===== src/hw/rtl/reb_pkg.sv =====
// Shared widths, constants, types and the arctangent table for the ellipse bounding box.
`default_nettype none
package reb_pkg;

    localparam int COORD_BITS      = 12;
    localparam int ANGLE_FRAC_BITS = 13;
    localparam int CORDIC_STEPS    = 16;
    localparam int ROT_BITS        = 15;
    localparam int ATAN_ENTRIES    = 24;

    localparam int ANG_W     = 34;
    localparam int XY_W      = 33;
    localparam int Q_SHIFT   = 30 - ANGLE_FRAC_BITS;
    localparam int TRIG_FRAC = 28 - COORD_BITS;
    localparam int XS_SHIFT  = 30 - TRIG_FRAC;
    localparam int XS_W      = TRIG_FRAC + 2;
    localparam int CC_W      = 2 * XS_W - 2;
    localparam int DEN_W     = CC_W + 1;
    localparam int SQ_W      = 2 * COORD_BITS;
    localparam int PROD_W    = SQ_W + CC_W;
    localparam int NUM_W     = PROD_W + 3;
    localparam int QUOT_W    = 2 * COORD_BITS + 2;
    localparam int ROOT_W    = COORD_BITS + 1;
    localparam int OUT_W     = COORD_BITS + 1;

    localparam logic signed [ANG_W-1:0] Q30_HALF_PI = 34'sd1686629713;
    localparam logic signed [ANG_W-1:0] Q30_PI      = 34'sd3373259426;
    localparam logic signed [XY_W-1:0]  Q30_ONE     = 33'sd1073741824;

    typedef struct packed {
        logic [OUT_W-1:0] left;
        logic [OUT_W-1:0] top;
        logic [OUT_W-1:0] width;
        logic [OUT_W-1:0] height;
    } t_box;

    function automatic logic [29:0] atan_q30(input logic [4:0] idx);
        logic [29:0] v;
        unique case (idx)
            5'd0:  v = 30'd843314856;
            5'd1:  v = 30'd497837829;
            5'd2:  v = 30'd263043836;
            5'd3:  v = 30'd133525158;
            5'd4:  v = 30'd67021686;
            5'd5:  v = 30'd33543515;
            5'd6:  v = 30'd16775850;
            5'd7:  v = 30'd8388437;
            5'd8:  v = 30'd4194282;
            5'd9:  v = 30'd2097149;
            5'd10: v = 30'd1048575;
            5'd11: v = 30'd524287;
            5'd12: v = 30'd262143;
            5'd13: v = 30'd131071;
            5'd14: v = 30'd65535;
            5'd15: v = 30'd32767;
            5'd16: v = 30'd16383;
            5'd17: v = 30'd8191;
            5'd18: v = 30'd4095;
            5'd19: v = 30'd2047;
            5'd20: v = 30'd1023;
            5'd21: v = 30'd511;
            5'd22: v = 30'd255;
            5'd23: v = 30'd127;
            default: v = 30'd0;
        endcase
        return v;
    endfunction

endpackage
`default_nettype wire


===== src/hw/rtl/reb_cordic.sv =====
// Angle reduction, pipelined rotation CORDIC and squaring of the cosine and sine terms.
`default_nettype none
module reb_cordic #(
    parameter int CORDIC_STEPS = reb_pkg::CORDIC_STEPS
) (
    input  wire logic                                 i_clk,
    input  wire logic                                 i_en,
    input  wire logic signed [reb_pkg::ROT_BITS-1:0]  i_rotation,
    output logic [reb_pkg::CC_W-1:0]                  o_cc,
    output logic [reb_pkg::CC_W-1:0]                  o_ss
);

    logic signed [reb_pkg::ANG_W-1:0] r_z [0:CORDIC_STEPS];
    logic signed [reb_pkg::XY_W-1:0]  r_x [0:CORDIC_STEPS];
    logic signed [reb_pkg::XY_W-1:0]  r_y [0:CORDIC_STEPS];
    logic signed [reb_pkg::ANG_W-1:0] w_z;
    logic signed [reb_pkg::ANG_W-1:0] n_z;
    logic signed [reb_pkg::XS_W-1:0]  w_xs;
    logic signed [reb_pkg::XS_W-1:0]  w_ys;
    logic signed [2*reb_pkg::XS_W-1:0] w_xx;
    logic signed [2*reb_pkg::XS_W-1:0] w_yy;
    logic [reb_pkg::CC_W-1:0]         r_cc;
    logic [reb_pkg::CC_W-1:0]         r_ss;

    assign w_z = reb_pkg::ANG_W'(i_rotation) <<< reb_pkg::Q_SHIFT;

    always_comb begin
        priority if (w_z >= reb_pkg::Q30_HALF_PI) begin
            n_z = w_z - reb_pkg::Q30_PI;
        end else if (w_z < -reb_pkg::Q30_HALF_PI) begin
            n_z = w_z + reb_pkg::Q30_PI;
        end else begin
            n_z = w_z;
        end
    end

    always_ff @(posedge i_clk) begin
        if (i_en) begin
            r_z[0] <= n_z;
            r_x[0] <= reb_pkg::Q30_ONE;
            r_y[0] <= '0;
        end
    end

    for (genvar i = 0; i < CORDIC_STEPS; i++) begin : g_step
        logic signed [reb_pkg::ANG_W-1:0] w_atan;
        assign w_atan = reb_pkg::ANG_W'(reb_pkg::atan_q30(5'(i)));
        always_ff @(posedge i_clk) begin
            if (i_en) begin
                if (r_z[i] >= 0) begin
                    r_x[i+1] <= r_x[i] - (r_y[i] >>> i);
                    r_y[i+1] <= r_y[i] + (r_x[i] >>> i);
                    r_z[i+1] <= r_z[i] - w_atan;
                end else begin
                    r_x[i+1] <= r_x[i] + (r_y[i] >>> i);
                    r_y[i+1] <= r_y[i] - (r_x[i] >>> i);
                    r_z[i+1] <= r_z[i] + w_atan;
                end
            end
        end
    end

    assign w_xs = reb_pkg::XS_W'(r_x[CORDIC_STEPS] >>> reb_pkg::XS_SHIFT);
    assign w_ys = reb_pkg::XS_W'(r_y[CORDIC_STEPS] >>> reb_pkg::XS_SHIFT);
    assign w_xx = w_xs * w_xs;
    assign w_yy = w_ys * w_ys;

    always_ff @(posedge i_clk) begin
        if (i_en) begin
            r_cc <= w_xx[reb_pkg::CC_W-1:0];
            r_ss <= w_yy[reb_pkg::CC_W-1:0];
        end
    end

    assign o_cc = r_cc;
    assign o_ss = r_ss;

endmodule
`default_nettype wire


===== config.mk =====
export PLATFORM = sky130hd
export DESIGN_NAME = reb_cordic
export DESIGN_NICKNAME = d
export VERILOG_FILES = /design/src/hw/rtl/reb_pkg.sv /design/src/hw/rtl/reb_cordic.sv
export SDC_FILE = /design/constraint.sdc
export NUM_CORES = 2
export LEC_CHECK = 0
export BUFFER_PORTS_ARGS = -buffer_cell sky130_fd_sc_hd__buf_2
export CORE_UTILIZATION = 54
export CTS_CLUSTER_DIAMETER = 40
export CTS_CLUSTER_SIZE = 8
export DETAILED_ROUTE_END_ITERATION = 6
export PLACE_DENSITY = 0.7
export SYNTH_ARGS = -nofsm -noshare
export SYNTH_HDL_FRONTEND = slang
export SYNTH_SLANG_ARGS = --single-unit

===== constraint.sdc =====
create_clock -name i_clk -period 9.59 [get_ports i_clk]
set_clock_uncertainty 0.1 [all_clocks]
set_input_delay 0.959 -clock i_clk [delete_from_list [all_inputs] [get_ports i_clk]]
set_output_delay 0.959 -clock i_clk [all_outputs]
set_load 0.05 [all_outputs]

Word-level counts from Yosys, hierarchy flattened
Memory sizes are Yosys's and may differ from the RTL's.
Cells that the tools add are included.
W data, S select, Z words.
Word-level totals
  register bits: 68
  bits in writable memories: 1700
  bits of input ports: 17
  output and inout port bits: 68
  word-level logic and storage cells: 318
  memories kept: 3
Memory list
  r_z: words 17, bits a word 34, rd ports 16, clocked after memory_dff 0, wr ports 17, RTL line reb_cordic.sv:13  | logic signed [reb_pkg::ANG_W-1:0] r_z [0:CORDIC_STEPS];
  r_x: words 17, bits a word 33, rd ports 17, clocked after memory_dff 0, wr ports 17, RTL line reb_cordic.sv:14  | logic signed [reb_pkg::XY_W-1:0] r_x [0:CORDIC_STEPS];
  r_y: words 17, bits a word 33, rd ports 17, clocked after memory_dff 0, wr ports 17, RTL line reb_cordic.sv:15  | logic signed [reb_pkg::XY_W-1:0] r_y [0:CORDIC_STEPS];
Cells by class
  $add $sub $neg: 97
  multipliers: 2
  order comparisons: 18
  mux-type cells: 148
  bitwise operators: 48
Operators by type and width (number)
  $mux W33: 32
  $mux W34: 18
  $ge A34 B1 Y1 const B: 16
  $mux W1: 98
  $mul A18 B18 Y34: 2
  $add A33 B18 Y33: 2
  $add A33 B19 Y33: 2
  $add A33 B20 Y33: 2
  $add A33 B21 Y33: 2
  $add A33 B22 Y33: 2
  $add A33 B23 Y33: 2
  $add A33 B24 Y33: 2
  $add A33 B25 Y33: 2
  $add A33 B26 Y33: 2
  $add A33 B27 Y33: 2
  $add A33 B28 Y33: 2
  $add A33 B29 Y33: 2
  $add A33 B30 Y33: 2
  $add A33 B31 Y33: 2
  $add A33 B32 Y33: 2
  $sub A33 B18 Y33: 2
  $sub A33 B19 Y33: 2
  $sub A33 B20 Y33: 2
  $sub A33 B21 Y33: 2
  50 further kinds: 109

Logic depth before layout (Yosys ltp)
An unclocked memory read counts as a cell.
  word-level depth: 6
  mapped depth: 29

Worst setup path after synthesis
OpenSTA, ideal clock, no wires.
  path kind: flip-flop to flip-flop
  start: memory r_x[16][31] (netlist bit)
  end: register r_cc (netlist bit o_cc[33]), data pin
  setup time: 0.260 ns
  arrival: 6.742 ns
  required time: 9.230 ns
  setup slack: 2.488 ns
  stages on the path, launching flop included: 25
  path buffers: 2
  cell sequence: edfxtp_1 > clkbuf_1 > inv_1 > clkbuf_1 > nor2_1 > fa_1 > inv_1 > fa_1 > inv_1 > fa_1 > fa_1 > fa_1 > inv_1 > fa_1 > inv_1 > ha_1 > nand4_1 > or4_1 > a211oi_1 > o31a_1 > o21a_1 > o21ai_0 > nand2b_1 > a21oi_1 > xnor2_1
RTL lines
  from (decl): RTL line reb_cordic.sv:14
  to (signal assigned): RTL line reb_cordic.sv:70  | r_cc <= w_xx[reb_pkg::CC_W-1:0];
  to (decl): RTL line reb_cordic.sv:22  | logic [reb_pkg::CC_W-1:0] r_cc;

==> results.yml <==
grt:
  grt_pass1_vias: 86650
  overflow: 0
  grt_pass1_wl_um: 440600
  antenna_found_initial: 8
  grt_max_degree: 185
  grt_usage: 0.2516
cts:
  post_cts_resized: 0
  cts_root_buf: "clkbuf_16"
  clockBufferDepth: 3
  cts_buffers: 234
  tritoncts: "done"
  insertion_delay_ps: 870
  post-cts-setup-buffers: 0
  htreeDepth: 4
  postCtsHoldBufs: 0
  path_clk_slew_ps: 50
  cts_sinks: 1239
sta:
  worst_pin_slew_ps: 1301
  layout_min_cycle_time_ps: 8118
  rsz0062_at_grt: "no"
  relSlewSlack: 0.1255
  setup_viol: 0
  final_hold_viol_count: 0
  setup_tns_ps: 0
  post-route-period-util: 0.8465
  drv_slew: 0
  fmax_mhz: 123.2
layout:
  drive_gt1_frac: 0.04900
  fin_nets: 13700
  fin_area_um2: 126800
  fillers: 17560
  final_cells: 14740
  area_delta_synth_final_pct: 9.776
drt:
  drt_first_pass_iters: 7
  routed_wl_um: 271900
  vias: 84610
  drtIter0Drc: 5247
  antenna_left: 0
  viasPerCell: 5.740
  drc: 10
  post_drt_wl_per_cell_um: 18.45
die:
  die_y_um: 464.5
  io_pins: 85
  initial_core_util: 0.5441
  num_rows: 169
  die_w_um: 464.5
  dieArea_um2: 215800
  core-area_um2: 212300
logic_synthesis:
  synthTopCellsByArea: "edfxtp_1 32%, ha_1 14%, fa_1 11%"
  synth_ff_type: "edfxtp_1"
  synth_top_area_share: 0.3221
  synth_edf_count: 1239
  ys_seq_area_frac: 0.3221
  yosysTopAreaCell: "edfxtp_1"
  netlist_area_um2: 115500
  async_flop_share: 0
  ys_types: 81
  synth-seq-cells: 1239
  synthCells: 11560
  syn_area_per_cell_um2: 9.996
  yosys_warnings: 0
placement:
  placedCellCount: 14340
  io_buffers: 82
  dp_hpwl_um: 214500
  gp_congestion: 0.9539
  placed_cell_area_um2: 119300
setup_path:
  crit_arrival_ps: 8580
  reg2reg_depth: 22
  max_stage_delay_ps: 730
  crit_cells: 22
  required_ps: 10050
  cp_max_fo: 23
  cp-start-kind: "flop"
  cp_slowest_cell: "fa_1"
  worst-path-buf-inv: 5
  critPathCaptureType: "flop"
  crit_family: "adder cells"
  path_cells: "inv_1 -> nor2_1 -> fa_1 -> inv_1 -> fa_1 -> inv_1 -> fa_1 -> fa_1 -> fa_1 -> inv_1 -> fa_1 -> inv_1 -> ha_1 -> nand4_1 -> or4_1 -> a211oi_1 -> o31a_1 -> o21a_1 -> o21ai_0 -> nand2b_1 -> a21oi_1 -> xnor2_1"
  crit_top_cell: "fa_1"
  critPathKind: "flop to flop"
status:
  violations: "DRC"
  status: "finished with violations"
job:
  drv_cap: 0
hold_path:
  whs_path_depth: 0
  min_path_type: "flop to flop"
-- synth_stat cells, types with 173 or more instances --
library cell,n
nand2_1,619
edfxtp_1,1239
nor2b_1,173
o21ai_0,508
inv_1,1193
a21oi_1,961
nor2_1,749
xor2_1,421
ha_1,1317
xnor2_1,1052
a21o_1,504
o21a_1,189
fa_1,606
nor3_1,220
nand2b_1,194
-- routing by layer --
metal	global-route usage	vias up	wire length, um
met5	0	-	0
met2	0.4575	1955	138300
met3	0.02855	522	11690
li1	-	41360	-
met1	0.3024	40770	111800
met4	0.09728	0	10080
-- cells by family (layout without fill, tap and decap cells) --
family	Yosys count	after routing	share of synthesized area
compound gates	2882	2882	0.1585
xor+xnor	1473	1473	0.1117
fa+ha+maj	1923	1923	0.2477
buf+inv	1371	1732	0.04463
flops	1239	1239	0.3221
mux	78	78	0.007116
other cells	1	3	0.00003246
simple gates	2589	2589	0.1083
-- metrics by stage --
step	util	setup WS [ps]	hold WS, ps
after floorplan	-	2488	300.3
after global placement	0.5619	1679	321.0
after detailed placement	0.5619	1557	304.5
after CTS	0.5973	1468	264.9
after global routing	0.5973	980.9	302.6
final	0.5973	1472	317.9
-- cell usage in the layout (no fill, tap or decap), types with 194 or more instances in the layout --
| master | count |
|---|---|
| fa_1 | 606 |
| nand2b_1 | 194 |
| clkbuf_16 | 234 |
| edfxtp_1 | 1239 |
| ha_1 | 1317 |
| xor2_1 | 421 |
| a21o_1 | 504 |
| nand2_1 | 616 |
| nor2_1 | 749 |
| o21ai_0 | 508 |
| inv_1 | 1189 |
| a21oi_1 | 961 |
| nor3_1 | 220 |
| xnor2_1 | 1052 |
-- worst reg2reg max path: cells and delay by family, from the launching register on --
kind / cells / cell delay [ps]
AND/OR/NAND/NOR: 4 / 970
XOR/XNOR: 1 / 120
adder cells (fa/ha/maj): 7 / 3900
flip-flops: 1 / 720
AO/OA/AOI/OAI: 5 / 950
buffers and inverters: 5 / 1070
-- cell type report --
class / count / area (um2) / area share
diodes: 1 / 2.502 / 0.00001973
inverters: 1197 / 4493 / 0.03543
repair buffers: 140 / 898.4 / 0.007084
clock inverters: 133 / 1551 / 0.01224
flip-flops and latches: 1239 / 37210 / 0.2934
clock buffers: 262 / 5961 / 0.04701
well taps: 2821 / 3530 / 0.02783
multi-input cells: 8947 / 73170 / 0.5770
-- path summary, 6_finish.rpt --
kind / start / endpoint / slack (ps)
setup reg to reg: r_x[16][31] / o_cc[33] / 1470
hold / removal: r_z[2][1] / r_z[3][1] / 320
setup / recovery: r_x[16][31] / o_cc[33] / 1470
hold reg to reg: r_z[2][1] / r_z[3][1] / 320
-- state kept, by name, summed over array words and instances (netlist names) --
register  cells
o_cc         33
o_ss         33
r_x         345
r_y         348
r_z         480
Power is left out: the tool's default activity adds up to more than one toggle a clock period on the data nets, which glitch-free logic cannot reach.
