<file path="src/hw/rtl/reb_pkg.sv">
// Shared widths, constants, types and the arctangent table for the ellipse bounding box.
`default_nettype none
package reb_pkg;

    localparam int COORD_BITS      = 12;
    localparam int ANGLE_FRAC_BITS = 13;
    localparam int CORDIC_STEPS    = 16;
    localparam int ROT_BITS        = 15;
    localparam int ATAN_ENTRIES    = 24;

    localparam int ANG_W     = 34;
    localparam int XY_W      = 33;
    localparam int Q_SHIFT   = 30 - ANGLE_FRAC_BITS;
    localparam int TRIG_FRAC = 28 - COORD_BITS;
    localparam int XS_SHIFT  = 30 - TRIG_FRAC;
    localparam int XS_W      = TRIG_FRAC + 2;
    localparam int CC_W      = 2 * XS_W - 2;
    localparam int DEN_W     = CC_W + 1;
    localparam int SQ_W      = 2 * COORD_BITS;
    localparam int PROD_W    = SQ_W + CC_W;
    localparam int NUM_W     = PROD_W + 3;
    localparam int QUOT_W    = 2 * COORD_BITS + 2;
    localparam int ROOT_W    = COORD_BITS + 1;
    localparam int OUT_W     = COORD_BITS + 1;

    localparam logic signed [ANG_W-1:0] Q30_HALF_PI = 34'sd1686629713;
    localparam logic signed [ANG_W-1:0] Q30_PI      = 34'sd3373259426;
    localparam logic signed [XY_W-1:0]  Q30_ONE     = 33'sd1073741824;

    typedef struct packed {
        logic [OUT_W-1:0] left;
        logic [OUT_W-1:0] top;
        logic [OUT_W-1:0] width;
        logic [OUT_W-1:0] height;
    } t_box;

    function automatic logic [29:0] atan_q30(input logic [4:0] idx);
        logic [29:0] v;
        unique case (idx)
            5'd0:  v = 30'd843314856;
            5'd1:  v = 30'd497837829;
            5'd2:  v = 30'd263043836;
            5'd3:  v = 30'd133525158;
            5'd4:  v = 30'd67021686;
            5'd5:  v = 30'd33543515;
            5'd6:  v = 30'd16775850;
            5'd7:  v = 30'd8388437;
            5'd8:  v = 30'd4194282;
            5'd9:  v = 30'd2097149;
            5'd10: v = 30'd1048575;
            5'd11: v = 30'd524287;
            5'd12: v = 30'd262143;
            5'd13: v = 30'd131071;
            5'd14: v = 30'd65535;
            5'd15: v = 30'd32767;
            5'd16: v = 30'd16383;
            5'd17: v = 30'd8191;
            5'd18: v = 30'd4095;
            5'd19: v = 30'd2047;
            5'd20: v = 30'd1023;
            5'd21: v = 30'd511;
            5'd22: v = 30'd255;
            5'd23: v = 30'd127;
            default: v = 30'd0;
        endcase
        return v;
    endfunction

endpackage
`default_nettype wire

</file>
<file path="src/hw/rtl/reb_div.sv">
// Pipelined restoring divider, one quotient bit per stage.
`default_nettype none
module reb_div (
    input  wire logic                          i_clk,
    input  wire logic                          i_en,
    input  wire logic [reb_pkg::NUM_W-1:0]     i_num,
    input  wire logic [reb_pkg::DEN_W-1:0]     i_den,
    output logic [reb_pkg::QUOT_W-1:0]         o_quot
);

    localparam int QW = reb_pkg::QUOT_W;

    logic [reb_pkg::NUM_W-1:0] r_rem  [0:QW-1];
    logic [reb_pkg::DEN_W-1:0] r_den  [0:QW-1];
    logic [QW-1:0]             r_quot [0:QW-1];

    for (genvar s = 0; s < QW; s++) begin : g_stage
        localparam int K = QW - 1 - s;
        logic [reb_pkg::NUM_W-1:0] w_rem;
        logic [reb_pkg::DEN_W-1:0] w_den;
        logic [QW-1:0]             w_quot;
        logic [reb_pkg::NUM_W-1:0] w_dsh;
        logic                      w_ge;
        if (s == 0) begin : g_first
            assign w_rem  = i_num;
            assign w_den  = i_den;
            assign w_quot = '0;
        end else begin : g_next
            assign w_rem  = r_rem[s-1];
            assign w_den  = r_den[s-1];
            assign w_quot = r_quot[s-1];
        end
        assign w_dsh = reb_pkg::NUM_W'(w_den) << K;
        assign w_ge  = (w_rem >= w_dsh);
        always_ff @(posedge i_clk) begin
            if (i_en) begin
                r_rem[s]  <= w_ge ? (w_rem - w_dsh) : w_rem;
                r_den[s]  <= w_den;
                r_quot[s] <= w_quot | (QW'(w_ge) << K);
            end
        end
    end

    assign o_quot = r_quot[QW-1];

endmodule
`default_nettype wire

</file>
<file path="config.mk">
export PLATFORM = sky130hd
export DESIGN_NAME = reb_div
export DESIGN_NICKNAME = d
export VERILOG_FILES = /design/src/hw/rtl/reb_pkg.sv /design/src/hw/rtl/reb_div.sv
export SDC_FILE = /design/constraint.sdc
export NUM_CORES = 2
export LEC_CHECK = 0
export BUFFER_PORTS_ARGS = -buffer_cell sky130_fd_sc_hd__buf_2
export CAP_MARGIN = 20
export CELL_PAD_IN_SITES_DETAIL_PLACEMENT = 0
export CELL_PAD_IN_SITES_GLOBAL_PLACEMENT = 2
export CORE_MARGIN = 3
export CORE_UTILIZATION = 48
export DETAILED_ROUTE_END_ITERATION = 6
export PLACE_DENSITY_LB_ADDON = 0.2
export SYNTH_ARGS = -nofsm -noshare
export SYNTH_HDL_FRONTEND = slang
export SYNTH_SLANG_ARGS = --single-unit
export TNS_END_PERCENT = 1
</file>
<file path="constraint.sdc">
create_clock -name i_clk -period 6.9 [get_ports i_clk]
set_clock_uncertainty 0.15 [all_clocks]
set_input_delay 1.035 -clock i_clk [delete_from_list [all_inputs] [get_ports i_clk]]
set_output_delay 1.035 -clock i_clk [all_outputs]
set_load 0.05 [all_outputs]
</file>
# Word-level counts from Yosys, hierarchy flattened
# Memories as Yosys holds them, arrays and structs flattened.
# Index checks and enable logic that the tools add are counted.
totals:
  inputBits: 98
  out_inout_bits: 26
  mem_count: 3
  register_bits: 0
  ram_bits: 3172
mem_list:
  columns: ["name", "depth", "width", "rd", "rd_clocked_by_memory_dff", "write_ports", "line", "rtl"]
  rows:
  - ["r_rem", 26, 61, 25, 0, 26, "reb_div.sv:13", "logic [reb_pkg::NUM_W-1:0] r_rem [0:QW-1];"]
  - ["r_den", 26, 35, 25, 0, 26, "reb_div.sv:14", "logic [reb_pkg::DEN_W-1:0] r_den [0:QW-1];"]
  - ["r_quot", 26, 26, 26, 0, 26, "reb_div.sv:15", "logic [QW-1:0] r_quot [0:QW-1];"]
classes:
  bitwise_logic: 25
  add_sub_neg: 26
  n_lt_le_gt_ge: 26
  mux: 28
ops:
  columns: ["cell", "count"]
  rows:
  - ["2-to-1 mux 61 bit", 26]
  - [">= comparator 61 x 35 -> 1 bit", 1]
  - [">= comparator 61 x 36 -> 1 bit", 1]
  - [">= comparator 61 x 37 -> 1 bit", 1]
  - [">= comparator 61 x 38 -> 1 bit", 1]
  - [">= comparator 61 x 39 -> 1 bit", 1]
  - [">= comparator 61 x 40 -> 1 bit", 1]
  - [">= comparator 61 x 41 -> 1 bit", 1]
  - [">= comparator 61 x 42 -> 1 bit", 1]
  - [">= comparator 61 x 43 -> 1 bit", 1]
  - [">= comparator 61 x 44 -> 1 bit", 1]
  - [">= comparator 61 x 45 -> 1 bit", 1]
  - [">= comparator 61 x 46 -> 1 bit", 1]
  - [">= comparator 61 x 47 -> 1 bit", 1]
  - [">= comparator 61 x 48 -> 1 bit", 1]
  - [">= comparator 61 x 49 -> 1 bit", 1]
  - [">= comparator 61 x 50 -> 1 bit", 1]
  - [">= comparator 61 x 51 -> 1 bit", 1]
  - [">= comparator 61 x 52 -> 1 bit", 1]
  - [">= comparator 61 x 53 -> 1 bit", 1]
  - [">= comparator 61 x 54 -> 1 bit", 1]
  - [">= comparator 61 x 55 -> 1 bit", 1]
  - [">= comparator 61 x 56 -> 1 bit", 1]
  - [">= comparator 61 x 57 -> 1 bit", 1]
  - ["other kinds (55)", 56]

# Logic depth before layout (Yosys ltp)
# An unclocked memory read counts as a cell.
depth:
  word_depth: 3
  mapped_depth: 17

# Least setup slack after synthesis
# No wires, ideal clock.
synth_path:
  path_kind: "input port to flip-flop"
  startpoint: "input i_num[25] (netlist name)"
  endpoint: "memory r_rem[0][55] (netlist name), data pin"
  slack_ns: 2.410
  arrival_ns: 4.080
  setup_ns: 0.260
  path_stages: 14
  required_ns: 6.490
  cell_sequence: "inv_1 > ha_1 > inv_1 > fa_1 > a211o_1 > a2111oi_0 > o31ai_1 > a21oi_1 > a22oi_1 > a211oi_1 > o21a_1 > o41ai_2 > clkbuf_1 > mux2_2"
synth_lines:
  columns: ["item", "line", "rtl"]
  rows:
  - ["start, declared", "reb_div.sv:6", "input wire logic [reb_pkg::NUM_W-1:0] i_num,"]
  - ["end, declared", "reb_div.sv:13", null]

==> run_results.csv <==
group,metric,value,unit
run_status,status,"finished, final reports clean",
floorplan,core,312400,um^2
floorplan,die_w,566.6,um
finish,final_cells,18070,
routing,drt_iter0_markers,8582,
worst_setup_path,critPathSlowestCell,"o31ai_1",
timing,period_needed,5.310,ns
worst_setup_path,critical_path.cell_chain,"inv_1, ha_1, inv_1, fa_1, a211oi_1, o21ai_0, a21oi_1, o31ai_1, nand4_1, o31ai_1, a31o_2, buf_4, mux2_2",
grt,antenna_found_initial,17,
finish,drive_above_1_share,7.170,%
finish,nFillCells,27100,
logic_synthesis,seq_area_frac_synth,54.77,%
placement,gpl.final_weighted_congestion,0.9365,
finish,final_nets,14710,
floorplan,die_y,566.6,um
power,p_int,45.33,mW
logic_synthesis,syn_area_per_cell,11.14,um^2
floorplan,start_util,48.28,%
logic_synthesis,ys_ff_latch,2751,
grt,grt_pass1_wl,640600,um
timing,max_freq,0.1883,GHz
worst_hold_path,min-delay-path-class,"in2reg",
worst_setup_path,worstSetupPathType,"reg2reg",
routing,vias_per_cell,5.805,
timing,hold_violations,0,
finish,syn2layout_area_growth,10.31,%
routing,wl_per_cell,23.42,um
worst_setup_path,timing.critical_path.from_type,"flip-flop",
worst_setup_path,crit_family,"compound AO/OA/AOI/OAI gates",
timing,slew_headroom,17.52,%
placement,io_buffers,123,
worst_setup_path,slowest_delay,1.00,ns
worst_setup_path,arrival,5.82,ns
logic_synthesis,ys_types,112,
grt,grt_max_degree,179,
worst_setup_path,crit_buf_inv,3,
power,power_frac_comb,40.5,%
cts,clk_pin_slew,0.06,ns
routing,via_count,104900,
cts,cts_num_sinks,2751,
logic_synthesis,synth_area_leaders,"edfxtp_1, ha_1, a21oi_1",
floorplan,num_io_pins,124,
cts,cts_buffers,312,
cts,ctsHoldBuffers,0,
power,ir_drop,0.2377,mV
logic_synthesis,synth_async_sr_flop_share,0,%
worst_setup_path,required,7.41,ns
placement,dp_cells,17500,
cts,insertion_delay,0.93,ns
timing,rsz0062_at_grt,"no",
timing,finalCritPeriodShare,76.95,%
timing,setup_viol,0,
power,switching_power,27.20,mW
logic_synthesis,ys.flop_type,"edfxtp_1",
floorplan,rows,205,
floorplan,die_area,321000,um^2
logic_synthesis,synth_cells,13540,
logic_synthesis,synth_edf_count,2751,
placement,hpwl,329400,um
cts,cts_max_level,5,
power,p_leak,65.40,nW
placement,pre_cts_ws,1.222,ns
power,power_density,436.0,nW/um^2
logic_synthesis,synth_area,150800,um^2
cts,clockBufferDepth,4,
cts,post-cts-setup-buffers,0,
logic_synthesis,syn_nets,14570,
logic_synthesis,synth_top_area_share,54.77,%
timing,drv_slew,0,
logic_synthesis,yosysMostFrequentCell,"edfxtp_1",
routing,drt-pass1-iter-count,6,
cts,root_buffer,"clkbuf_16",
grt,grt_overflow,0,
timing,fin_ws,1.590,ns
flow_run,maxCapViolations,0,
logic_synthesis,yosysTopAreaCell,"edfxtp_1",
cts,cts_tree,"done",
routing,wl,423100,um
power,pwr-share-clk,22.7,%
power,seqPwrFrac,36.8,%
timing,worst_pin_slew,1.227,ns
grt,grt_pass1_vias,103700,
power,swShare,37.50,%
logic_synthesis,yosys_warnings,0,
logic_synthesis,ys_top_cells_by_count,"edfxtp_1, a21oi_1, inv_1, nor2_1, ha_1",
routing,drc,0,
timing,final.setup.tns,0,ns
grt,grt.total_usage,25.81,%
routing,postRouteAntennaNets,0,
worst_setup_path,end_kind,"flip-flop",
cts,cts_resized,0,
worst_setup_path,critPathMaxFanout,65,
==> power groups by stage <==
| stage | Sequential (mW) | Combinational [mW] | Clock (mW) |
|---|---|---|---|
| final | 26.7 | 29.4 | 16.5 |
| after global routing | 27.0 | 32.5 | 17.6 |
| after CTS | 26.7 | 29.2 | 16.9 |
| after detailed placement | 27.0 | 29.0 | 0 |
| after global placement | 27.0 | 28.9 | 0 |
| after floorplan | 25.5 | 21.5 | 0 |
==> final cells by class <==
| class | instances | area, um^2 | share of cell area, % |
|---|---|---|---|
| Antenna cell | 7 | 17.52 | 0.01053 |
| Clock buffer | 361 | 8077 | 4.854 |
| Clock inverter | 198 | 2033 | 1.222 |
| Inverter | 1172 | 4399 | 2.644 |
| Multi-Input combinational cell | 9199 | 62330 | 37.46 |
| Sequential cell | 2751 | 82610 | 49.65 |
| Tap cell | 4140 | 5180 | 3.113 |
| Timing Repair Buffer | 239 | 1729 | 1.039 |
==> layer usage <==
metal | global-route usage (%) | share of wire, %
met1 | 32.79 | 42
met2 | 45.29 | 50
met3 | 3.018 | 4.2
met4 | 9.435 | 4.1
met5 | 0 | 0.011
==> through the flow <==
| step | hold slack (ns) | cell area (um^2) | power (mW) | util (%) |
|---|---|---|---|---|
| after floorplan | 0.2503 | 150800 | 46.98 | - |
| after global placement | 0.2503 | 156200 | 55.86 | 49.99 |
| after detailed placement | 0.2545 | 156200 | 56.00 | 50.01 |
| after CTS | 0.06404 | 166300 | 72.82 | 53.25 |
| after global routing | 0.09242 | 166400 | 77.15 | 53.25 |
| final | 0.1619 | 166400 | 72.53 | 53.26 |
==> kinds of logic (layout without fill, tap and decap cells) <==
family                   count (synthesis)  count (layout)  synth area share (%)
multiplexers                           175             175                 1.317
other                                    0               7                     0
XOR/XNOR                              1092            1092                 6.341
flip-flops                            2751            2751                 54.77
AND/OR/NAND/NOR                       3528            3528                 11.40
adder cells (fa/ha/maj)                935             935                 7.881
AO/OA/AOI/OAI                         3469            3469                 14.28
buffers and inverters                 1586            1970                 4.012
==> sequential cells by signal, summed over array words and instances (netlist names) <==
register	count
r_den	875
r_quot	351
r_rem	1525
==> path summary, 6_finish.rpt <==
kind | from | slack, ns | end | cells past startpoint
worst max-delay path | r_rem[1][188]$_DFFE_PP_ | 1.59 | r_rem[1][250]$_DFFE_PP_ | 13
worst min-delay path | i_den[9] | 0.16 | r_den[0][9]$_DFFE_PP_ | 1
worst max register to register | r_rem[1][188]$_DFFE_PP_ | 1.59 | r_rem[1][250]$_DFFE_PP_ | 13
worst min register to register | r_quot[1][11]$_DFFE_PP_ | 0.23 | r_quot[1][37]$_DFFE_PP_ | 0
==> cell usage in the layout (no fill, tap or decap), types with 62 or more instances in the layout <==
| cell type | count |
|---|---|
| xor2_1 | 504 |
| buf_4 | 88 |
| nand2_1 | 906 |
| edfxtp_1 | 2751 |
| nor2b_1 | 140 |
| clkbuf_16 | 316 |
| clkinv_1 | 63 |
| nand3_1 | 247 |
| o21a_1 | 104 |
| o21bai_1 | 135 |
| a31oi_1 | 108 |
| or3_1 | 99 |
| a21oi_1 | 1254 |
| a211oi_1 | 82 |
| ha_1 | 910 |
| nand4_1 | 226 |
| o31ai_1 | 62 |
| nor3_1 | 237 |
| mux2_2 | 159 |
| inv_1 | 1169 |
| and3_1 | 85 |
| a21o_1 | 548 |
| nor4_1 | 176 |
| nand2b_1 | 135 |
| nor2_1 | 987 |
| o21ai_0 | 736 |
| xnor2_1 | 588 |
| buf_2 | 129 |
Note: power is estimated with default switching activity, not from simulation.
