--- src/hw/rtl/reb_pkg.sv ---
// Shared widths, constants, types and the arctangent table for the ellipse bounding box.
`default_nettype none
package reb_pkg;

    localparam int COORD_BITS      = 12;
    localparam int ANGLE_FRAC_BITS = 13;
    localparam int CORDIC_STEPS    = 16;
    localparam int ROT_BITS        = 15;
    localparam int ATAN_ENTRIES    = 24;

    localparam int ANG_W     = 34;
    localparam int XY_W      = 33;
    localparam int Q_SHIFT   = 30 - ANGLE_FRAC_BITS;
    localparam int TRIG_FRAC = 28 - COORD_BITS;
    localparam int XS_SHIFT  = 30 - TRIG_FRAC;
    localparam int XS_W      = TRIG_FRAC + 2;
    localparam int CC_W      = 2 * XS_W - 2;
    localparam int DEN_W     = CC_W + 1;
    localparam int SQ_W      = 2 * COORD_BITS;
    localparam int PROD_W    = SQ_W + CC_W;
    localparam int NUM_W     = PROD_W + 3;
    localparam int QUOT_W    = 2 * COORD_BITS + 2;
    localparam int ROOT_W    = COORD_BITS + 1;
    localparam int OUT_W     = COORD_BITS + 1;

    localparam logic signed [ANG_W-1:0] Q30_HALF_PI = 34'sd1686629713;
    localparam logic signed [ANG_W-1:0] Q30_PI      = 34'sd3373259426;
    localparam logic signed [XY_W-1:0]  Q30_ONE     = 33'sd1073741824;

    typedef struct packed {
        logic [OUT_W-1:0] left;
        logic [OUT_W-1:0] top;
        logic [OUT_W-1:0] width;
        logic [OUT_W-1:0] height;
    } t_box;

    function automatic logic [29:0] atan_q30(input logic [4:0] idx);
        logic [29:0] v;
        unique case (idx)
            5'd0:  v = 30'd843314856;
            5'd1:  v = 30'd497837829;
            5'd2:  v = 30'd263043836;
            5'd3:  v = 30'd133525158;
            5'd4:  v = 30'd67021686;
            5'd5:  v = 30'd33543515;
            5'd6:  v = 30'd16775850;
            5'd7:  v = 30'd8388437;
            5'd8:  v = 30'd4194282;
            5'd9:  v = 30'd2097149;
            5'd10: v = 30'd1048575;
            5'd11: v = 30'd524287;
            5'd12: v = 30'd262143;
            5'd13: v = 30'd131071;
            5'd14: v = 30'd65535;
            5'd15: v = 30'd32767;
            5'd16: v = 30'd16383;
            5'd17: v = 30'd8191;
            5'd18: v = 30'd4095;
            5'd19: v = 30'd2047;
            5'd20: v = 30'd1023;
            5'd21: v = 30'd511;
            5'd22: v = 30'd255;
            5'd23: v = 30'd127;
            default: v = 30'd0;
        endcase
        return v;
    endfunction

endpackage
`default_nettype wire

--- src/hw/rtl/reb_sqrt.sv ---
// Pipelined integer square root, one root bit per stage.
`default_nettype none
module reb_sqrt (
    input  wire logic                          i_clk,
    input  wire logic                          i_en,
    input  wire logic [reb_pkg::QUOT_W-1:0]    i_rad,
    output logic [reb_pkg::ROOT_W-1:0]         o_root
);

    localparam int RW = reb_pkg::ROOT_W;
    localparam int NW = reb_pkg::QUOT_W;

    logic [NW-1:0] r_rad  [0:RW-1];
    logic [RW-1:0] r_root [0:RW-1];

    for (genvar s = 0; s < RW; s++) begin : g_stage
        localparam int J = RW - 1 - s;
        logic [NW-1:0] w_rad;
        logic [RW-1:0] w_root;
        logic [NW:0]   w_trial;
        logic          w_ge;
        if (s == 0) begin : g_first
            assign w_rad  = i_rad;
            assign w_root = '0;
        end else begin : g_next
            assign w_rad  = r_rad[s-1];
            assign w_root = r_root[s-1];
        end
        assign w_trial = ((NW+1)'(w_root) << (J + 1)) + ((NW+1)'(1) << (2 * J));
        assign w_ge    = ({1'b0, w_rad} >= w_trial);
        always_ff @(posedge i_clk) begin
            if (i_en) begin
                r_rad[s]  <= w_ge ? NW'({1'b0, w_rad} - w_trial) : w_rad;
                r_root[s] <= w_root | (RW'(w_ge) << J);
            end
        end
    end

    assign o_root = r_root[RW-1];

endmodule
`default_nettype wire

--- config.mk ---
export PLATFORM = sky130hd
export DESIGN_NAME = reb_sqrt
export DESIGN_NICKNAME = d
export VERILOG_FILES = /design/src/hw/rtl/reb_pkg.sv /design/src/hw/rtl/reb_sqrt.sv
export SDC_FILE = /design/constraint.sdc
export NUM_CORES = 1
export LEC_CHECK = 0
export BUFFER_PORTS_ARGS = -buffer_cell sky130_fd_sc_hd__buf_2
export CORE_MARGIN = 2
export CORE_UTILIZATION = 45
export CTS_BUF_LIST = sky130_fd_sc_hd__clkbuf_4 sky130_fd_sc_hd__clkbuf_8
export DETAILED_ROUTE_END_ITERATION = 16
export GPL_TIMING_DRIVEN = 0
export PLACE_DENSITY = 0.71
export SLEW_MARGIN = 10
export SYNTH_ARGS = -nofsm -noshare
export SYNTH_HDL_FRONTEND = slang
export SYNTH_SLANG_ARGS = --single-unit
--- constraint.sdc ---
create_clock -name i_clk -period 6.25 [get_ports i_clk]
set_input_delay 0.9375 -clock i_clk [delete_from_list [all_inputs] [get_ports i_clk]]
set_output_delay 0.9375 -clock i_clk [all_outputs]
set_load 0.02 [all_outputs]
# Yosys cells after proc, flatten, opt, wreduce, memory -nomap -nowiden
# Memory sizes are Yosys's and may differ from the RTL's.
# Cells that the tools add are included.
[totals] ram_bits=507 memories=2 in_bits=28 out_inout_bits=13 reg_bits=0
[op_classes] n_mux=15 add_sub_neg=25 order_cmp=13 n_bitwise=12
[memory_table] name="r_rad" depth=13 word_bits=26 rd=12 rd_clocked_by_memory_dff=0 write_ports=13 line_no="reb_sqrt.sv:13" source="logic [NW-1:0] r_rad [0:RW-1];"
[memory_table] name="r_root" depth=13 word_bits=13 rd=13 rd_clocked_by_memory_dff=0 write_ports=13 line_no="reb_sqrt.sv:14" source="logic [RW-1:0] r_root [0:RW-1];"
[ops] cell="$mux 26" count=13
[ops] cell="$add 25x23->26 const B" count=1
[ops] cell="$ge 26x15->1" count=1
[ops] cell="$ge 26x16->1" count=1
[ops] cell="$ge 26x17->1" count=1
[ops] cell="$ge 26x18->1" count=1
[ops] cell="$ge 26x19->1" count=1
[ops] cell="$ge 26x20->1" count=1
[ops] cell="$ge 26x21->1" count=1
[ops] cell="$ge 26x22->1" count=1
[ops] cell="$ge 26x23->1" count=1
[ops] cell="$ge 26x24->1" count=1
[ops] cell="$ge 26x25->1" count=1
[ops] cell="$ge 26x25->1 const B" count=1
[ops] cell="$ge 26x26->1" count=1
[ops] cell="$sub 26x15->26" count=1
[ops] cell="$sub 26x16->26" count=1
[ops] cell="$sub 26x17->26" count=1
[ops] cell="$sub 26x18->26" count=1
[ops] cell="$sub 26x19->26" count=1
[ops] cell="$sub 26x20->26" count=1
[ops] cell="$sub 26x21->26" count=1
[ops] cell="$sub 26x22->26" count=1
[ops] cell="$sub 26x23->26" count=1
[ops] cell="other kinds (28)" count=29

# Longest topological paths before layout
# An unclocked memory read counts as a cell.
[depth] depth_word=4 ltp_mapped=11 depth_no_buf=9

# Least setup slack after synthesis
# OpenSTA, ideal clock, no wires.
[synth_path] path_kind="register -> register" startpoint="memory r_rad[2][11] in the netlist's numbering" endpoint="memory r_rad[2][34] in the netlist's numbering, data pin" stages_incl_launch_ff=9 period_less_slack_ns=2.801 n_path_buf=1 arrival_ns=2.533 setup_time_ns=0.268 path_slack_ns=3.449 cell_sequence="edfxtp_1 -> ha_1 -> a211oi_1 -> nor2_1 -> a311oi_1 -> o311ai_1 -> nor3b_1 -> clkbuf_1 -> o21ai_0"
[synth_lines] element="start, declared" line_no="reb_sqrt.sv:13"

==> results_tabular.tex <==
\begin{tabular}{lr}
\hline
Metric & Value \\
\hline
\multicolumn{2}{l}{\textbf{Die}} \\
Std-Cell Core Area & 0.0409 mm\^{}2 \\
DIE HEIGHT & 208 um \\
Chip Width & 208 um \\
Starting Density & 45.7\% \\
Placement Rows & 74 \\
Floorplan die area & 0.0432 mm\^{}2 \\
Number of placed I/O pins & 41 \\
\multicolumn{2}{l}{\textbf{Clocking}} \\
Setup repair bufs after CTS & 0 \\
Number of sinks on the clock net & 403 \\
Max Buffers Root-to-Sink & 3 \\
Clock latency on the worst-skew pair & 0.61 ns \\
Maximum level of the CTS H-tree & 2 \\
CTS Root Buffer Type & sky130\_fd\_sc\_hd\_\_clkbuf\_8 \\
Number of clock buffers inserted by TritonCTS & 61 \\
Number of instances resized during post-cts repair & 0 \\
CTS tree & built \\
Number of hold buffers added after CTS & 0 \\
Clock transition at the registers of the reported paths & 0.06 ns \\
\multicolumn{2}{l}{\textbf{Pwr}} \\
Overall power consumption & 6770 uW \\
Leak & 0.00787 uW \\
Pwr Density & 325 mW/mm\^{}2 \\
Peak supply drop & 0.211 mV \\
\multicolumn{2}{l}{\textbf{Detailed routing}} \\
Total number of vias & 11100 \\
Total routed wirelength & 31500 um \\
Detailed Routing Iterations Pass 1 & 5 \\
Routed length per instance & 15.0 um \\
Number of violations reported at the end of detailed-routing iteration 0 & 531 \\
Remaining antenna violation count & 0 \\
Drt drc & 0 \\
Via-per-instance ratio & 5.27 \\
\multicolumn{2}{l}{\textbf{Finish}} \\
ANT cells & 0 \\
Final cell count without fillers & 2106 \\
Layout cell share with drive strength beyond 1 & 10.4\% \\
Multi-input logic area & 0.00608 mm\^{}2 \\
Total number of nets in the final design & 1654 \\
Register Area & 0.0121 mm\^{}2 \\
Fill count & 3448 \\
Synth-to-layout area growth & 11.3\% \\
Post-route cell area & 0.0208 mm\^{}2 \\
Most common library cell in the layout ignoring fill and taps & sky130\_fd\_sc\_hd\_\_edfxtp\_1 \\
Commonest non-fill, non-tap cells in the layout & sky130\_fd\_sc\_hd\_\_edfxtp\_1 (403), sky130\_fd\_sc\_hd\_\_inv\_1 (118), sky130\_fd\_sc\_hd\_\_ha\_1 (100), sky130\_fd\_sc\_hd\_\_nand2\_1 (97), sky130\_fd\_sc\_hd\_\_o21ai\_0 (95) \\
\multicolumn{2}{l}{\textbf{STA}} \\
Rel. slew slack & 35.5\% \\
Final count of hold timing violations & 0 \\
RSZ-0062 raised after global routing & false \\
Final setup skew & 0.0200 ns \\
Final setup violation count & 0 \\
Max Slew Vio Count & 0 \\
Total negative slack & 0 ns \\
Transition time at the pin with the least slew margin & 0.966 ns \\
Final critical-path share of the clock period & 60.1\% \\
Highest clock frequency the design can meet & 266 MHz \\
Period minus WS final & 3.76 ns \\
Worst hold slack across all endpoints & 0.432 ns \\
\multicolumn{2}{l}{\textbf{Yosys}} \\
Mean Syn Cell Area & 13.2 um\^{}2 \\
Share of synthesized area occupied by flip-flops and latches & 64.7\% \\
Yosys cell types & 67 \\
Synthesized netlist cell count & 1420 \\
Post-synthesis async set-or-reset flop share & 0\% \\
Number of enable-type register cells in the synthesized netlist & 403 \\
Number of storage elements in the synthesis netlist & 403 \\
Post-Syn Nets & 1548 \\
Total standard cell area after synthesis & 0.0187 mm\^{}2 \\
Most used flip-flop cell after synthesis & sky130\_fd\_sc\_hd\_\_edfxtp\_1 \\
Number of warnings issued by yosys & 0 \\
\multicolumn{2}{l}{\textbf{Setup path}} \\
Worst setup path class & flip-flop to flip-flop \\
Endpoint type of the worst setup path & flip-flop \\
Element type at the critical path start & flip-flop \\
Critical path data arrival time & 4.10 ns \\
Critical Path RT & 6.59 ns \\
Maximum fanout along the worst path & 10 \\
\multicolumn{2}{l}{\textbf{Flow run}} \\
Number of maximum-capacitance constraint violations & 0 \\
\multicolumn{2}{l}{\textbf{GRT}} \\
Global-route wire length before repair & 52200 um \\
GRT Resource Usage Total & 14.7\% \\
Vias in the first global route & 11600 \\
Total grt overflow & 0 \\
Antenna violations before repair & 0 \\
Maximum number of pins on one net before global-route repair & 130 \\
\multicolumn{2}{l}{\textbf{Status}} \\
Result of the run & finished clean \\
\multicolumn{2}{l}{\textbf{Placement}} \\
Estimated wirelength of the detail-placed design & 22300 um \\
\# port buffers & 40 \\
Total instance count after detailed placement & 1995 \\
Last weighted congestion value of the routability-driven placer & 0.918 \\
Area after detailed placement & 0.0197 mm\^{}2 \\
\multicolumn{2}{l}{\textbf{Hold path}} \\
Hold WC Path Type & flip-flop to flip-flop \\
\hline
\end{tabular}
[metal layers]
layer	global-route usage, %	share of wire (%)
met4	9.39	5.7
met5	0	0
met2	29.7	56
met1	13.1	35
met3	2.72	3.7
[final timing paths]
kind                               start                endpoint  slack (ns)  cells after the start
setup / recovery  r_rad[2][11]$_DFFE_PP_  r_rad[2][41]$_DFFE_PP_        2.49                      8
hold / removal    r_rad[1][55]$_DFFE_PP_  r_rad[1][81]$_DFFE_PP_        0.43                      0
setup reg to reg  r_rad[2][11]$_DFFE_PP_  r_rad[2][41]$_DFFE_PP_        2.49                      8
hold reg to reg   r_rad[1][55]$_DFFE_PP_  r_rad[1][81]$_DFFE_PP_        0.43                      0
[area by class of cell]
type / count / area share [%]
Clock inverter: 22 / 0.475
Timing Repair Buffer: 43 / 1.41
Multi-Input combinational cell: 881 / 29.2
Buffer: 17 / 0.379
Tap cell: 532 / 3.20
Inverter: 119 / 2.15
Sequential cell: 403 / 58.2
Clock buffer: 89 / 5.04
[metrics by stage]
| step | utilization [%] | setup WS (ns) |
|---|---|---|
| final | 50.8 | 2.49 |
| after global routing | 50.8 | 2.23 |
| after CTS | 50.8 | 2.44 |
| after detailed placement | 48.0 | 2.44 |
| after global placement | 47.8 | -1.25 |
| after floorplan | - | 3.45 |
[registers in the layout, summed over array words and instances, names as in the netlist]
name	count
r_root	91
r_rad	312
[synth_stat cells, types with 3 or more instances]
| library cell | instances | area (um^2) |
|---|---|---|
| sky130_fd_sc_hd__nor2_1 | 78 | 293 |
| sky130_fd_sc_hd__xor2_1 | 66 | 578 |
| sky130_fd_sc_hd__nand4_1 | 13 | 81.3 |
| sky130_fd_sc_hd__nand3_1 | 14 | 70.1 |
| sky130_fd_sc_hd__a2111oi_0 | 3 | 26.3 |
| sky130_fd_sc_hd__mux2_2 | 7 | 78.8 |
| sky130_fd_sc_hd__nor4b_1 | 8 | 70.1 |
| sky130_fd_sc_hd__inv_1 | 118 | 443 |
| sky130_fd_sc_hd__nor3b_1 | 3 | 22.5 |
| sky130_fd_sc_hd__clkbuf_1 | 15 | 56.3 |
| sky130_fd_sc_hd__a311oi_1 | 4 | 35.0 |
| sky130_fd_sc_hd__a211o_1 | 5 | 43.8 |
| sky130_fd_sc_hd__mux2i_1 | 8 | 80.1 |
| sky130_fd_sc_hd__o21bai_1 | 4 | 30.0 |
| sky130_fd_sc_hd__xnor2_1 | 58 | 508 |
| sky130_fd_sc_hd__o31ai_1 | 10 | 75.1 |
| sky130_fd_sc_hd__edfxtp_1 | 403 | 12100 |
| sky130_fd_sc_hd__ha_1 | 100 | 1250 |
| sky130_fd_sc_hd__nor4_1 | 38 | 238 |
| sky130_fd_sc_hd__or4_1 | 8 | 60.1 |
| sky130_fd_sc_hd__nor2b_1 | 13 | 81.3 |
| sky130_fd_sc_hd__a211oi_1 | 7 | 52.6 |
| sky130_fd_sc_hd__o211ai_1 | 4 | 30.0 |
| sky130_fd_sc_hd__o21ai_0 | 95 | 475 |
| sky130_fd_sc_hd__o21a_1 | 17 | 128 |
| sky130_fd_sc_hd__and3_1 | 6 | 37.5 |
| sky130_fd_sc_hd__or2_2 | 4 | 25.0 |
| sky130_fd_sc_hd__or3_1 | 21 | 131 |
| sky130_fd_sc_hd__nor3_1 | 42 | 210 |
| sky130_fd_sc_hd__and2_1 | 5 | 31.3 |
| sky130_fd_sc_hd__nand3b_1 | 5 | 37.5 |
| sky130_fd_sc_hd__nand2_1 | 97 | 364 |
| sky130_fd_sc_hd__a21oi_1 | 55 | 275 |
| sky130_fd_sc_hd__a21o_1 | 16 | 120 |
| sky130_fd_sc_hd__nand2b_1 | 24 | 150 |
| sky130_fd_sc_hd__nand4b_1 | 5 | 43.8 |
[critical path, cell delays in order (launching register included)]
cell and delay [ns]:
sky130_fd_sc_hd__edfxtp_1 0.40, sky130_fd_sc_hd__ha_1 0.39, sky130_fd_sc_hd__a211oi_1 0.23, sky130_fd_sc_hd__nor2_1 0.07, sky130_fd_sc_hd__a311oi_1 0.57, sky130_fd_sc_hd__o311ai_1 0.35, sky130_fd_sc_hd__nor3b_1 0.87, sky130_fd_sc_hd__clkbuf_1 0.42
sky130_fd_sc_hd__o21ai_0 0.18
[power by group]
group | internal, uW | switching (uW)
Clock | 1070 | 950
Sequential | 3420 | 204
Combinational | 493 | 633
Total | 4980 | 1790
[logic make-up (layout without fill, tap and decap cells)]
logic type | after synthesis | count (layout) | synth area share [%]
AOI/OAI and AO/OA | 244 | 244 | 7.99
buffers and inverters | 136 | 290 | 2.81
xor gates and xnor gates | 124 | 124 | 5.81
adders and majority gates | 100 | 100 | 6.69
DFF | 403 | 403 | 64.7
and+or+nand+nor | 398 | 398 | 11.2
muxes | 15 | 15 | 0.850
Note: power is estimated with default switching activity, not from simulation.
